### config.mk
export PLATFORM = sky130hd
export DESIGN_NAME = lfu_cache_lru_tiebreak_unit
export DESIGN_NICKNAME = d
export VERILOG_FILES = /design/src/sv/lfuc_pkg.sv /design/src/sv/lfuc_entry_ram.sv /design/src/sv/lfu_cache_lru_tiebreak_unit.sv
export SDC_FILE = /design/constraint.sdc
export NUM_CORES = 1
export LEC_CHECK = 0
export CAP_MARGIN = 40
export CORE_MARGIN = 3
export CORE_UTILIZATION = 45
export CTS_CLUSTER_SIZE = 40
export DETAILED_ROUTE_END_ITERATION = 12
export DONT_BUFFER_PORTS = 1
export GPL_TIMING_DRIVEN = 0
export PLACE_DENSITY_LB_ADDON = 0.1
export SYNTH_ARGS = -nofsm -noshare
export SYNTH_HDL_FRONTEND = slang
export SYNTH_SLANG_ARGS = --single-unit
### constraint.sdc
create_clock -name clk -period 21.2 [get_ports clk]
set_clock_uncertainty 0.05 [all_clocks]
set_input_delay 3.18 -clock clk [delete_from_list [all_inputs] [get_ports clk]]
set_output_delay 3.18 -clock clk [all_outputs]
set_load 0.1 [all_outputs]
### src/sv/lfuc_pkg.sv
// ----------------------------------------------------------------------------
// lfuc_pkg
// shared constants for the lfu cache with lru tie break
// ----------------------------------------------------------------------------
`default_nettype none

package lfuc_pkg;

  localparam int unsigned CAPACITY_DEF   = 16;
  localparam int unsigned COUNT_BITS_DEF = 16;

  localparam int unsigned DATA_W = 32;
  localparam int unsigned CFG_W  = 5;

  // capacity register after reset
  localparam logic [CFG_W-1:0] CAP_RESET = CFG_W'(16);

  // action codes
  localparam logic ACT_GET = 1'b0;
  localparam logic ACT_PUT = 1'b1;

  // read value on a get miss
  localparam logic [DATA_W-1:0] MISS_VALUE = '1;

endpackage

`default_nettype wire

### src/sv/lfuc_entry_ram.sv
// ----------------------------------------------------------------------------
// lfuc_entry_ram
// entry store, one write port and one registered read port
// ----------------------------------------------------------------------------
`default_nettype none

module lfuc_entry_ram
  import lfuc_pkg::*;
#(
  parameter int unsigned DEPTH = CAPACITY_DEF,
  parameter int unsigned AW    = 4,
  parameter int unsigned WIDTH = 8
) (
  input  wire logic             clk,
  input  wire logic             we,
  input  wire logic [AW-1:0]    waddr,
  input  wire logic [WIDTH-1:0] wdata,
  input  wire logic             re,
  input  wire logic [AW-1:0]    raddr,
  output logic      [WIDTH-1:0] rdata
);

  logic [WIDTH-1:0] mem [DEPTH];

  always_ff @(posedge clk) begin
    if (we) begin
      mem[waddr] <= wdata;
    end
  end

  always_ff @(posedge clk) begin
    if (re) begin
      rdata <= mem[raddr];
    end
  end

endmodule

`default_nettype wire

### src/sv/lfu_cache_lru_tiebreak_unit.sv
// ----------------------------------------------------------------------------
// lfu_cache_lru_tiebreak_unit
// fully associative key-value cache, least-frequently-used replacement with
// least-recently-used tie break, entries held in one synchronous ram
// ----------------------------------------------------------------------------
//
//  channel  ports                                   transfer when
//  -------  --------------------------------------  --------------------------
//  input    in_action in_lookup_key in_write_value  start high, busy low
//  result   out_hit out_read_value out_evicted      out_valid high (one cycle)
//           out_evicted_key
//  config   cfg_we cfg_wdata                        cfg_we high
//
//  an item takes one scan pass over all CAPACITY ram entries, through the
//  ram read latency stage, then the decide step and, when the state
//  changes, one read-modify-write pass over all entries on the single ram
//  read port. the result comes out after the decide step; busy stays high
//  until the update pass ends, so a new item waits for it. valid bits and
//  occupancy clear at reset, the ram does not. the receiver cannot stall,
//  so no result is ever held back
//
`default_nettype none

module lfu_cache_lru_tiebreak_unit
  import lfuc_pkg::*;
#(
  parameter int unsigned CAPACITY   = CAPACITY_DEF,
  parameter int unsigned COUNT_BITS = COUNT_BITS_DEF
) (
  input  wire logic                     clk,
  input  wire logic                     rst_n,
  // input channel
  input  wire logic                     start,
  output logic                          busy,
  input  wire logic                     in_action,
  input  wire logic signed [DATA_W-1:0] in_lookup_key,
  input  wire logic signed [DATA_W-1:0] in_write_value,
  // result channel
  output logic                          out_valid,
  output logic                          out_hit,
  output logic signed      [DATA_W-1:0] out_read_value,
  output logic                          out_evicted,
  output logic signed      [DATA_W-1:0] out_evicted_key,
  // configuration
  input  wire logic                     cfg_we,
  input  wire logic        [CFG_W-1:0]  cfg_wdata
);

  localparam int unsigned IW = (CAPACITY > 1) ? $clog2(CAPACITY) : 1;
  localparam int unsigned OW = $clog2(CAPACITY + 1);
  localparam logic [IW-1:0] LAST = IW'(CAPACITY - 1);
  localparam logic [COUNT_BITS-1:0] COUNT_MAX = '1;

  typedef struct packed {
    logic [DATA_W-1:0]     key;
    logic [DATA_W-1:0]     value;
    logic [COUNT_BITS-1:0] cnt;
    logic [IW-1:0]         rank;  // 0 = most recently touched
  } rec_t;

  localparam int unsigned REC_W = $bits(rec_t);

  typedef enum logic [3:0] {
    ST_IDLE   = 4'b0001,
    ST_SCAN   = 4'b0010,
    ST_DECIDE = 4'b0100,
    ST_UPD    = 4'b1000
  } state_t;

  state_t state_r, state_nxt;

  // configuration register
  logic [CFG_W-1:0] cap_cfg_r;

  always_ff @(posedge clk) begin
    if (!rst_n) begin
      cap_cfg_r <= CAP_RESET;
    end else if (cfg_we) begin
      cap_cfg_r <= cfg_wdata;
    end
  end

  // valid bits and occupancy live in flops
  logic [CAPACITY-1:0] valid_r, valid_nxt;
  logic [OW-1:0]       occ_r, occ_nxt;

  // captured item
  logic              act_r;
  logic [DATA_W-1:0] key_r, wval_r;

  // read stream: issue stage and ram read latency stage
  logic          iss_r, iss_nxt;
  logic [IW-1:0] idx_r, idx_nxt;
  logic          pv_r;
  logic [IW-1:0] pidx_r;
  logic [REC_W-1:0] rdata;
  rec_t          q;

  // scan results
  logic              hit_r, hit_nxt;
  logic [IW-1:0]     hslot_r, hslot_nxt;
  logic [IW-1:0]     hrank_r, hrank_nxt;
  logic [DATA_W-1:0] hval_r, hval_nxt;
  logic              vfound_r, vfound_nxt;
  logic [IW-1:0]     vslot_r, vslot_nxt;
  logic [COUNT_BITS-1:0] vcnt_r, vcnt_nxt;
  logic [IW-1:0]     vrank_r, vrank_nxt;
  logic [DATA_W-1:0] vkey_r, vkey_nxt;
  logic              ffound_r, ffound_nxt;
  logic [IW-1:0]     fslot_r, fslot_nxt;

  // update plan
  logic          ins_r, ins_nxt;    // insert (else touch)
  logic          ev_r, ev_nxt;
  logic [IW-1:0] tslot_r, tslot_nxt;

  // result registers
  logic              ov_r, ov_nxt;
  logic              oh_r, oh_nxt;
  logic [DATA_W-1:0] ord_r, ord_nxt;
  logic              oe_r, oe_nxt;
  logic [DATA_W-1:0] oek_r, oek_nxt;

  // ram write side
  logic          we;
  logic [IW-1:0] waddr;
  rec_t          wrec;

  logic accept;
  logic pass_done;
  logic [31:0] cap_eff, occ32;
  logic ev_c;
  logic ent_valid;

  assign accept    = start && (state_r == ST_IDLE);
  assign busy      = (state_r != ST_IDLE);
  assign pass_done = pv_r && (pidx_r == LAST);
  assign q         = rec_t'(rdata);
  assign ent_valid = valid_r[pidx_r];

  // effective capacity saturates at CAPACITY
  assign cap_eff = (32'(cap_cfg_r) > 32'(CAPACITY)) ? 32'(CAPACITY) : 32'(cap_cfg_r);
  assign occ32   = 32'(occ_r);
  assign ev_c    = (occ32 >= cap_eff) && vfound_r;

  lfuc_entry_ram #(
    .DEPTH (CAPACITY),
    .AW    (IW),
    .WIDTH (REC_W)
  ) u_ram (
    .clk   (clk),
    .we    (we),
    .waddr (waddr),
    .wdata (REC_W'(wrec)),
    .re    (iss_r),
    .raddr (idx_r),
    .rdata (rdata)
  );

  always_comb begin
    state_nxt  = state_r;
    iss_nxt    = iss_r;
    idx_nxt    = idx_r;
    valid_nxt  = valid_r;
    occ_nxt    = occ_r;
    hit_nxt    = hit_r;
    hslot_nxt  = hslot_r;
    hrank_nxt  = hrank_r;
    hval_nxt   = hval_r;
    vfound_nxt = vfound_r;
    vslot_nxt  = vslot_r;
    vcnt_nxt   = vcnt_r;
    vrank_nxt  = vrank_r;
    vkey_nxt   = vkey_r;
    ffound_nxt = ffound_r;
    fslot_nxt  = fslot_r;
    ins_nxt    = ins_r;
    ev_nxt     = ev_r;
    tslot_nxt  = tslot_r;
    ov_nxt     = 1'b0;
    oh_nxt     = oh_r;
    ord_nxt    = ord_r;
    oe_nxt     = oe_r;
    oek_nxt    = oek_r;
    we         = 1'b0;
    waddr      = pidx_r;
    wrec       = q;

    // issue side of the read stream
    if (iss_r) begin
      if (idx_r == LAST) begin
        iss_nxt = 1'b0;
      end else begin
        idx_nxt = idx_r + IW'(1);
      end
    end

    unique case (state_r)
      ST_IDLE: begin
        if (accept) begin
          state_nxt  = ST_SCAN;
          iss_nxt    = 1'b1;
          idx_nxt    = '0;
          hit_nxt    = 1'b0;
          vfound_nxt = 1'b0;
          ffound_nxt = 1'b0;
        end
      end

      ST_SCAN: begin
        if (pv_r) begin
          if (ent_valid) begin
            if (!hit_r && (q.key == key_r)) begin
              hit_nxt   = 1'b1;
              hslot_nxt = pidx_r;
              hrank_nxt = q.rank;
              hval_nxt  = q.value;
            end
            // lowest count, then oldest
            if (!vfound_r || (q.cnt < vcnt_r) ||
                ((q.cnt == vcnt_r) && (q.rank > vrank_r))) begin
              vfound_nxt = 1'b1;
              vslot_nxt  = pidx_r;
              vcnt_nxt   = q.cnt;
              vrank_nxt  = q.rank;
              vkey_nxt   = q.key;
            end
          end else if (!ffound_r) begin
            ffound_nxt = 1'b1;
            fslot_nxt  = pidx_r;
          end
          if (pass_done) begin
            state_nxt = ST_DECIDE;
          end
        end
      end

      ST_DECIDE: begin
        ov_nxt    = 1'b1;
        oh_nxt    = 1'b0;
        ord_nxt   = '0;
        oe_nxt    = 1'b0;
        oek_nxt   = '0;
        state_nxt = ST_IDLE;
        if (act_r == ACT_GET) begin
          if (hit_r) begin
            oh_nxt    = 1'b1;
            ord_nxt   = hval_r;
            ins_nxt   = 1'b0;
            tslot_nxt = hslot_r;
            state_nxt = ST_UPD;
          end else begin
            ord_nxt = MISS_VALUE;
          end
        end else if (cap_eff != 32'd0) begin
          if (hit_r) begin
            oh_nxt    = 1'b1;
            ins_nxt   = 1'b0;
            tslot_nxt = hslot_r;
            state_nxt = ST_UPD;
          end else if (ev_c || ffound_r) begin
            ins_nxt = 1'b1;
            ev_nxt  = ev_c;
            oe_nxt  = ev_c;
            if (ev_c) begin
              oek_nxt = vkey_r;
              valid_nxt[vslot_r] = 1'b0;
            end
            // lowest free slot after the eviction
            if (ev_c && (!ffound_r || (vslot_r < fslot_r))) begin
              tslot_nxt = vslot_r;
              valid_nxt[vslot_r] = 1'b1;
            end else begin
              tslot_nxt = fslot_r;
              valid_nxt[fslot_r] = 1'b1;
            end
            if (!ev_c) begin
              occ_nxt = occ_r + OW'(1);
            end
            state_nxt = ST_UPD;
          end
        end
        if (state_nxt == ST_UPD) begin
          iss_nxt = 1'b1;
          idx_nxt = '0;
        end
      end

      ST_UPD: begin
        if (pv_r) begin
          if (pidx_r == tslot_r) begin
            we        = 1'b1;
            wrec.rank = '0;
            if (ins_r) begin
              wrec.key   = key_r;
              wrec.value = wval_r;
              wrec.cnt   = COUNT_BITS'(1);
            end else begin
              if (act_r == ACT_PUT) begin
                wrec.value = wval_r;
              end
              if (q.cnt != COUNT_MAX) begin
                wrec.cnt = q.cnt + COUNT_BITS'(1);
              end
            end
          end else if (ent_valid) begin
            we = 1'b1;
            if (ins_r) begin
              if (ev_r && (q.rank > vrank_r)) begin
                wrec.rank = q.rank;
              end else begin
                wrec.rank = q.rank + IW'(1);
              end
            end else if (q.rank < hrank_r) begin
              wrec.rank = q.rank + IW'(1);
            end
          end
          if (pass_done) begin
            state_nxt = ST_IDLE;
          end
        end
      end

      default: begin
        state_nxt = ST_IDLE;
      end
    endcase
  end

  always_ff @(posedge clk) begin
    if (!rst_n) begin
      state_r <= ST_IDLE;
      iss_r   <= 1'b0;
      pv_r    <= 1'b0;
      valid_r <= '0;
      occ_r   <= '0;
      ov_r    <= 1'b0;
    end else begin
      state_r <= state_nxt;
      iss_r   <= iss_nxt;
      pv_r    <= iss_r;
      valid_r <= valid_nxt;
      occ_r   <= occ_nxt;
      ov_r    <= ov_nxt;
    end
  end

  // payload and datapath registers
  always_ff @(posedge clk) begin
    idx_r    <= idx_nxt;
    pidx_r   <= idx_r;
    hit_r    <= hit_nxt;
    hslot_r  <= hslot_nxt;
    hrank_r  <= hrank_nxt;
    hval_r   <= hval_nxt;
    vfound_r <= vfound_nxt;
    vslot_r  <= vslot_nxt;
    vcnt_r   <= vcnt_nxt;
    vrank_r  <= vrank_nxt;
    vkey_r   <= vkey_nxt;
    ffound_r <= ffound_nxt;
    fslot_r  <= fslot_nxt;
    ins_r    <= ins_nxt;
    ev_r     <= ev_nxt;
    tslot_r  <= tslot_nxt;
    oh_r     <= oh_nxt;
    ord_r    <= ord_nxt;
    oe_r     <= oe_nxt;
    oek_r    <= oek_nxt;
    if (accept) begin
      act_r  <= in_action;
      key_r  <= in_lookup_key;
      wval_r <= in_write_value;
    end
  end

  assign out_valid       = ov_r;
  assign out_hit         = oh_r;
  assign out_read_value  = ord_r;
  assign out_evicted     = oe_r;
  assign out_evicted_key = oek_r;

  // occupancy tracks the valid bits
  a_occ_count: assert property (@(posedge clk) disable iff (!rst_n)
    $countones(valid_r) == 32'(occ_r))
    else $error("occupancy differs from valid bit count");

  // an eviction only comes from a put that missed
  a_evict_put: assert property (@(posedge clk) disable iff (!rst_n)
    out_valid && out_evicted |-> !out_hit && (out_read_value == '0))
    else $error("eviction reported with hit or read value");

  // an accepted transfer keeps the unit busy in the next cycle
  a_accept_busy: assert property (@(posedge clk) disable iff (!rst_n)
    start && !busy |=> busy)
    else $error("accepted transfer did not raise busy");

  // every result follows a finished scan
  a_result_after_scan: assert property (@(posedge clk) disable iff (!rst_n)
    out_valid |-> $past(state_r == ST_DECIDE))
    else $error("result without a decide step");

endmodule

`default_nettype wire
==> results of run 1 <==
synthesized netlist by cell type, drive strengths merged (3+ instances only):
cell / number
o21ai: 27
nand4: 18
nor2: 62
nor2b: 5
mux2: 70
nand2b: 12
mux2i: 11
edfxtp: 1668
o22ai: 4
and2: 38
o221ai: 4
nand3: 10
o211ai: 8
or4: 9
and3: 5
a31oi: 6
nor4b: 3
ha: 35
xnor2: 15
nand2: 59
nor3: 14
inv: 77
dfxtp: 41
buf: 59
or2: 3
mux4: 422
o31ai: 6
xor2: 36
a21o: 4
o22a: 3
a21oi: 58
clkbuf: 74
nor4: 15
and4: 3
o311ai: 10
final timing paths:
kind / endpoint / slack (ps) / depth (start not counted)
setup / recovery: busy / 16050 / 3
hold / removal: pidx_r[2] / 300 / 0
setup reg to reg: u_ram.mem[0][40] / 16350 / 11
hold reg to reg: pidx_r[2] / 300 / 0
critical path: cells and delay by family, from the launching register on:
family        cells  cell delay, ps
buf+inv           1             210
flops             1             450
simple gates      2             480
metrics by stage:
step / area [um2] / std cells / hold WS, ps
floorplan: 65500 / 2925 / 279
global placement: 67900 / 4828 / 291
detailed placement: 71500 / 5064 / 290
CTS: 77100 / 5385 / 301
global route: 77400 / 5397 / 308
finish: 77400 / 5400 / 302
routing by layer:
| layer | vias up | share of wire, % | track usage, % |
|---|---|---|---|
| met5 | - | 0.016 | 0 |
| met1 | 17104 | 42 | 32.3 |
| met4 | 4 | 1.7 | 4.98 |
| li1 | 13113 | - | - |
| met2 | 1148 | 50 | 37.4 |
| met3 | 214 | 6.4 | 4.32 |
cell usage in the layout, fill, tap and decap left out, types with 10 or more instances in the layout:
cell type,netlist,routed
a21oi_1,58,57
and2_1,38,38
buf_1,19,19
buf_12,0,56
buf_16,0,20
buf_2,36,41
buf_4,3,54
buf_6,1,56
buf_8,0,52
bufinv_16,0,13
clkbuf_1,74,105
clkbuf_16,0,193
clkinv_1,0,42
clkinv_2,0,31
dfxtp_1,41,40
edfxtp_1,1668,1668
ha_1,35,35
inv_1,77,75
mux2_2,67,67
mux2i_1,11,11
mux4_2,422,422
nand2_1,59,59
nand2b_1,12,12
nand3_1,10,10
nand4_1,18,18
nor2_1,59,45
nor2_4,1,14
nor3_1,14,10
nor4_1,12,12
o21ai_0,25,25
o311ai_0,10,10
xnor2_1,15,15
xor2_1,36,36
state kept, by name, indices dropped and copies added (netlist names), 4 cells and up:
signal and count:
key_r 32, cap_cfg_r 5, out_read_value 32, hrank_r 4, tslot_r 4, wval_r 32
hslot_r 4, out_evicted_key 32, state_r 4, fslot_r 4, vslot_r 4, vrank_r 4
hval_r 32, u_ram.rdata 84, u_ram.mem 1344, pidx_r 4, vcnt_r 16, valid_r 16
vkey_r 32, occ_r 5, idx_r 4
cells by family (layout without fill, tap and decap cells):
family                   count (synthesis)  count (layout)  share of synthesized area, %
flip-flops                            1709            1709                          77.7
multiplexers                           503             503                          15.9
AND/OR/NAND/NOR                        263             263                          2.19
buffers and inverters                  210             779                          1.30
AO/OA/AOI/OAI                          154             154                          1.53
XOR/XNOR                                51              51                         0.682
adder cells (fa/ha/maj)                 35              35                         0.669
other                                    0               3                             0
power by group through the flow:
stage	sequential (uW)	combinational [uW]	clock, uW
3_5_place_dp	3930	958	0
2_1_floorplan	3910	611	0
6_report	3860	947	3030
4_1_cts	3860	963	3090
3_3_place_gp	3940	868	0
5_1_grt	3860	1010	3230
final cells by class:
cell class / count / area [um2]
tap: 1903 / 2380
inverter: 77 / 294
sequential: 1709 / 50900
fill: 11046 / 66600
timing repair buffer: 248 / 3700
clock buffer: 220 / 4780
buffer: 133 / 564
antenna: 3 / 7.51
clock inverter: 101 / 881
multi-input combinational: 1006 / 13900
==> impl_metrics.tcl, run 1 <==
set metrics [dict create \
    maxSlewViolCount 0 \
    grt_pass1_vias 32772 \
    sw_frac_of_total_pct 23.3 \
    die_h_um 387 \
    clockRootBuffer "clkbuf_16" \
    hold_buffers 0 \
    ys_seq_elements 1709 \
    worstPathRequired_ps 17970 \
    vias 31583 \
    cp_data_arrival_time_ps 1920 \
    worst_slack_ps 16050 \
    ios 142 \
    ant_nets 0 \
    design_power_total_uw 7830 \
    path_clk_slew_ps 50 \
    cts_made_buffers 178 \
    fp.dieArea_mm2 0.150 \
    synth_warnings 0 \
    relSlewSlack_pct 36.7 \
    grt_overflow 0 \
    rsz0062_at_grt "no" \
    drt_iter0_drc 3324 \
    setup-violations-final 0 \
    drive_gt1_share_pct 30.4 \
    synthDominantCellAreaShare_pct 76.5 \
    synth-edff-count 1668 \
    die_x_um 387 \
    final_util_pct 53.7 \
    p_int_uw 6010 \
    p_leak_uw 0.0244 \
    period_share_pct 24.3 \
    grt_antenna_before_repair 10 \
    r2r-start "pidx_r[0]" \
    path_class "reg2out" \
    p_per_area_mw_per_mm2 101 \
    yosys.area.top_type "edfxtp_1" \
    status "finished clean" \
    max_freq_mhz 194 \
    vdd_drop_max_uv 68.3 \
    cp-startpoint "state_r[0]" \
    synth_cell_types 70 \
    fp.coreArea_mm2 0.144 \
    dp_hpwl_um 115000 \
    async_reset_ff_share_pct 0 \
    cts_resized 0 \
    clk_latency_ps 790 \
    syn_nets 3034 \
    routed_wl_um 170000 \
    firstDrtPassIters 7 \
    start_util_pct 45.5 \
    crit_path_max_incr_delay_ps 450 \
    hp-class "reg2reg" \
    grt_max_degree 45 \
    tns_ps 0 \
    syn_area_per_cell_um2 22.4 \
    cts_tree "yes" \
    gp_congestion 0.815 \
    critPathMaxFanout 6 \
    synth.cell_area_mm2 0.0655 \
    netlist_instances 2925 \
    cp-start-kind "flip-flop" \
    post-place-ws_ps 16400 \
    synth_ff_type "edfxtp_1" \
    drc 0 \
    synth_area_leaders "edfxtp_1 (76%), mux4_2 (15%), dfxtp_1 (1.3%)" \
    grt_usage_pct 22.9 \
    area_growth_pct 18.2 \
    cpMaxStageDelayCell "dfxtp_1" \
    hp-start "idx_r[2]" \
    combPwrFrac_pct 12.1 \
    cap_viol_max_count 0 \
    crit_path_end_kind "output port" \
    rows 139 \
    seq_area_frac_synth_pct 77.7 \
    htreeDepth 4 \
    portBuffers 0 \
    fin_crit_ps 5150 \
    finalHoldViolations 0 \
    clock_power_share_pct 38.7 \
    post_cts_buffers 0 \
    viasPerCell 5.85 \
    netSwitchingPower_uw 1820 \
    clock_path_buffers 3 \
    nNetsFinal 3462 \
    wl_per_cell_um 31.6 \
    path_cells "nor2b_1 > nand2_1 > buf_16" \
    worst_pin_slew_ps 946 \
    power.share.sequential_pct 49.2 \
    cts_sinks 1709 \
    grt_pass1_wl_um 243000 \
]
Power figures use the tool's default switching activity.
==> run 2, diff against run 1 <==
==> constraint.sdc (replaced) <==
create_clock -name clk -period 4.8 [get_ports clk]
set_clock_uncertainty 0.05 [all_clocks]
set_input_delay 0.72 -clock clk [delete_from_list [all_inputs] [get_ports clk]]
set_output_delay 0.72 -clock clk [all_outputs]
set_load 0.1 [all_outputs]
==> impl_metrics.tcl, run 2 (synthesized netlist as in run 1, its figures left out) <==
set metrics [dict create \
    critPathTopFamily "simple AND/OR/NAND/NOR gates" \
    grt_overflow 0 \
    fp.dieArea_mm2 0.150 \
    cp_data_arrival_time_ps 4860 \
    finalHoldViolations 0 \
    drc 0 \
    cts_tree "yes" \
    cpMaxStageDelayCell "nor3_4" \
    wl_per_cell_um 31.2 \
    start_util_pct 45.5 \
    clock_power_share_pct 38.4 \
    register_area_mm2 0.0509 \
    path_clk_slew_ps 60 \
    grt_pass1_vias 33262 \
    grt_max_degree 54 \
    design_power_total_uw 34500 \
    worst_pin_slew_ps 1020 \
    postPlaceCellArea_mm2 0.0716 \
    gp_congestion 0.812 \
    final_area_mm2 0.0780 \
    firstDrtPassIters 5 \
    path_class "reg2reg" \
    regMostFlops "u_ram.mem" \
    htreeDepth 4 \
    clockRootBuffer "clkbuf_16" \
    netSwitchingPower_uw 8070 \
    tns_ps 0 \
    setup-violations-final 0 \
    cts_made_buffers 178 \
    grt_usage_pct 22.8 \
    multi_input_area_mm2 0.0139 \
    combPwrFrac_pct 12.2 \
    cts_sinks 1709 \
    drt_iter0_drc 3153 \
    fin_crit_ps 4420 \
    portBuffers 0 \
    fillers 10898 \
    p_per_area_mw_per_mm2 442 \
    critPathBufInv 6 \
    ios 142 \
    die_h_um 387 \
    routed_wl_um 170000 \
    crit_path_end_kind "flip-flop" \
    drive_gt1_share_pct 29.1 \
    die_x_um 387 \
    ant_nets 0 \
    crit_path_max_incr_delay_ps 620 \
    reg_top3 "u_ram.mem x1344, u_ram.rdata x84" \
    status "finished clean" \
    clock_path_buffers 3 \
    cap_viol_max_count 0 \
    largest_register_ffs 1344 \
    critPathMaxFanout 11 \
    rows 139 \
    dp_hpwl_um 112000 \
    worstPathRequired_ps 5240 \
    grt_antenna_before_repair 7 \
    vias 31807 \
    clk_latency_ps 790 \
    relSlewSlack_pct 31.8 \
    sw_frac_of_total_pct 23.4 \
    worst_slack_ps 382 \
    period_share_pct 92.0 \
    max_freq_mhz 226 \
    p_int_uw 26400 \
    grt_pass1_wl_um 243000 \
    path_cells "buf_2 > nand2b_1 > o22ai_1 > a211o_1 > o21ai_0 > nand3b_1 > nor3_4 > buf_8 > buf_8 > buf_8 > buf_8 > buf_8" \
    final_cell_count_no_fill 5443 \
    mostFrequentLayoutCell "edfxtp_1" \
    viasPerCell 5.84 \
    fp.coreArea_mm2 0.144 \
    dp_cells 5037 \
    area_growth_pct 19.1 \
    maxSlewViolCount 0 \
    final_cell_mix "edfxtp_1 (1668), mux4_2 (422), clkbuf_16 (185), clkbuf_1 (111), buf_8 (77)" \
    hp-class "in2reg" \
    critPathMostFrequentCell "buf_8" \
    cp-start-kind "flip-flop" \
    rsz0062_at_grt "no" \
    post-place-ws_ps 382 \
    power.share.sequential_pct 49.4 \
    p_leak_uw 0.0245 \
    nNetsFinal 3498 \
    vdd_drop_max_uv 308 \
]
[run 2: metrics by stage]
step	hold slack, ps	util, %
final	59.5	54.2
after global routing	33.1	54.2
after CTS	0.907	54.1
after detailed placement	311	49.7
after global placement	291	47.2
after floorplan	279	-
[run 2: cell type report]
type / instances / area share, %
Tap cell: 1903 / 3.05
Clock buffer: 221 / 6.04
Sequential cell: 1709 / 65.3
Clock inverter: 105 / 1.13
Timing Repair Buffer: 284 / 5.62
Multi-Input combinational cell: 1006 / 17.8
Inverter: 77 / 0.377
Antenna cell: 5 / 0.0160
Buffer: 133 / 0.723
[run 2: layer usage]
metal  wire [um]  vias up  GRT usage (%)
li1            -    13226              -
met1       71200    17217           31.7
met2       84900     1138           37.9
met3       10300      222           3.94
met4        3240        4           5.04
met5          25        -              0
[run 2: final timing paths]
| path | start | end | slack [ps] | cells after the start |
|---|---|---|---|---|
| setup / recovery | pidx_r[0] | u_ram.mem[8][40] | 380 | 12 |
| hold / removal | cfg_wdata[3] | cap_cfg_r[3] | 60 | 2 |
| setup reg to reg | pidx_r[0] | u_ram.mem[8][40] | 380 | 12 |
| hold reg to reg | idx_r[2] | pidx_r[2] | 320 | 0 |
[run 2: power by group through the flow]
stage	combinational [uW]	clock, uW	sequential [uW]
2_1_floorplan	2710	0	17300
3_3_place_gp	3800	0	17400
3_5_place_dp	4210	0	17300
4_1_cts	4280	13500	17000
5_1_grt	4490	14100	17000
6_report	4200	13300	17000
[run 2: worst reg2reg max path, cell delays in order (launching register included)]
cell and delay (ps):
dfxtp_1 460, buf_2 400, nand2b_1 460, o22ai_1 160, a211o_1 330, o21ai_0 270
nand3b_1 380, nor3_4 620, buf_8 260, buf_8 190, buf_8 200, buf_8 180
buf_8 170
[run 2: what timing repair did]
item | CTS | global route
endpoints found under the hold margin | 66 | 0
resized for setup | 0 | 0
hold buffers | 66 | 0
setup buffers | 0 | 0
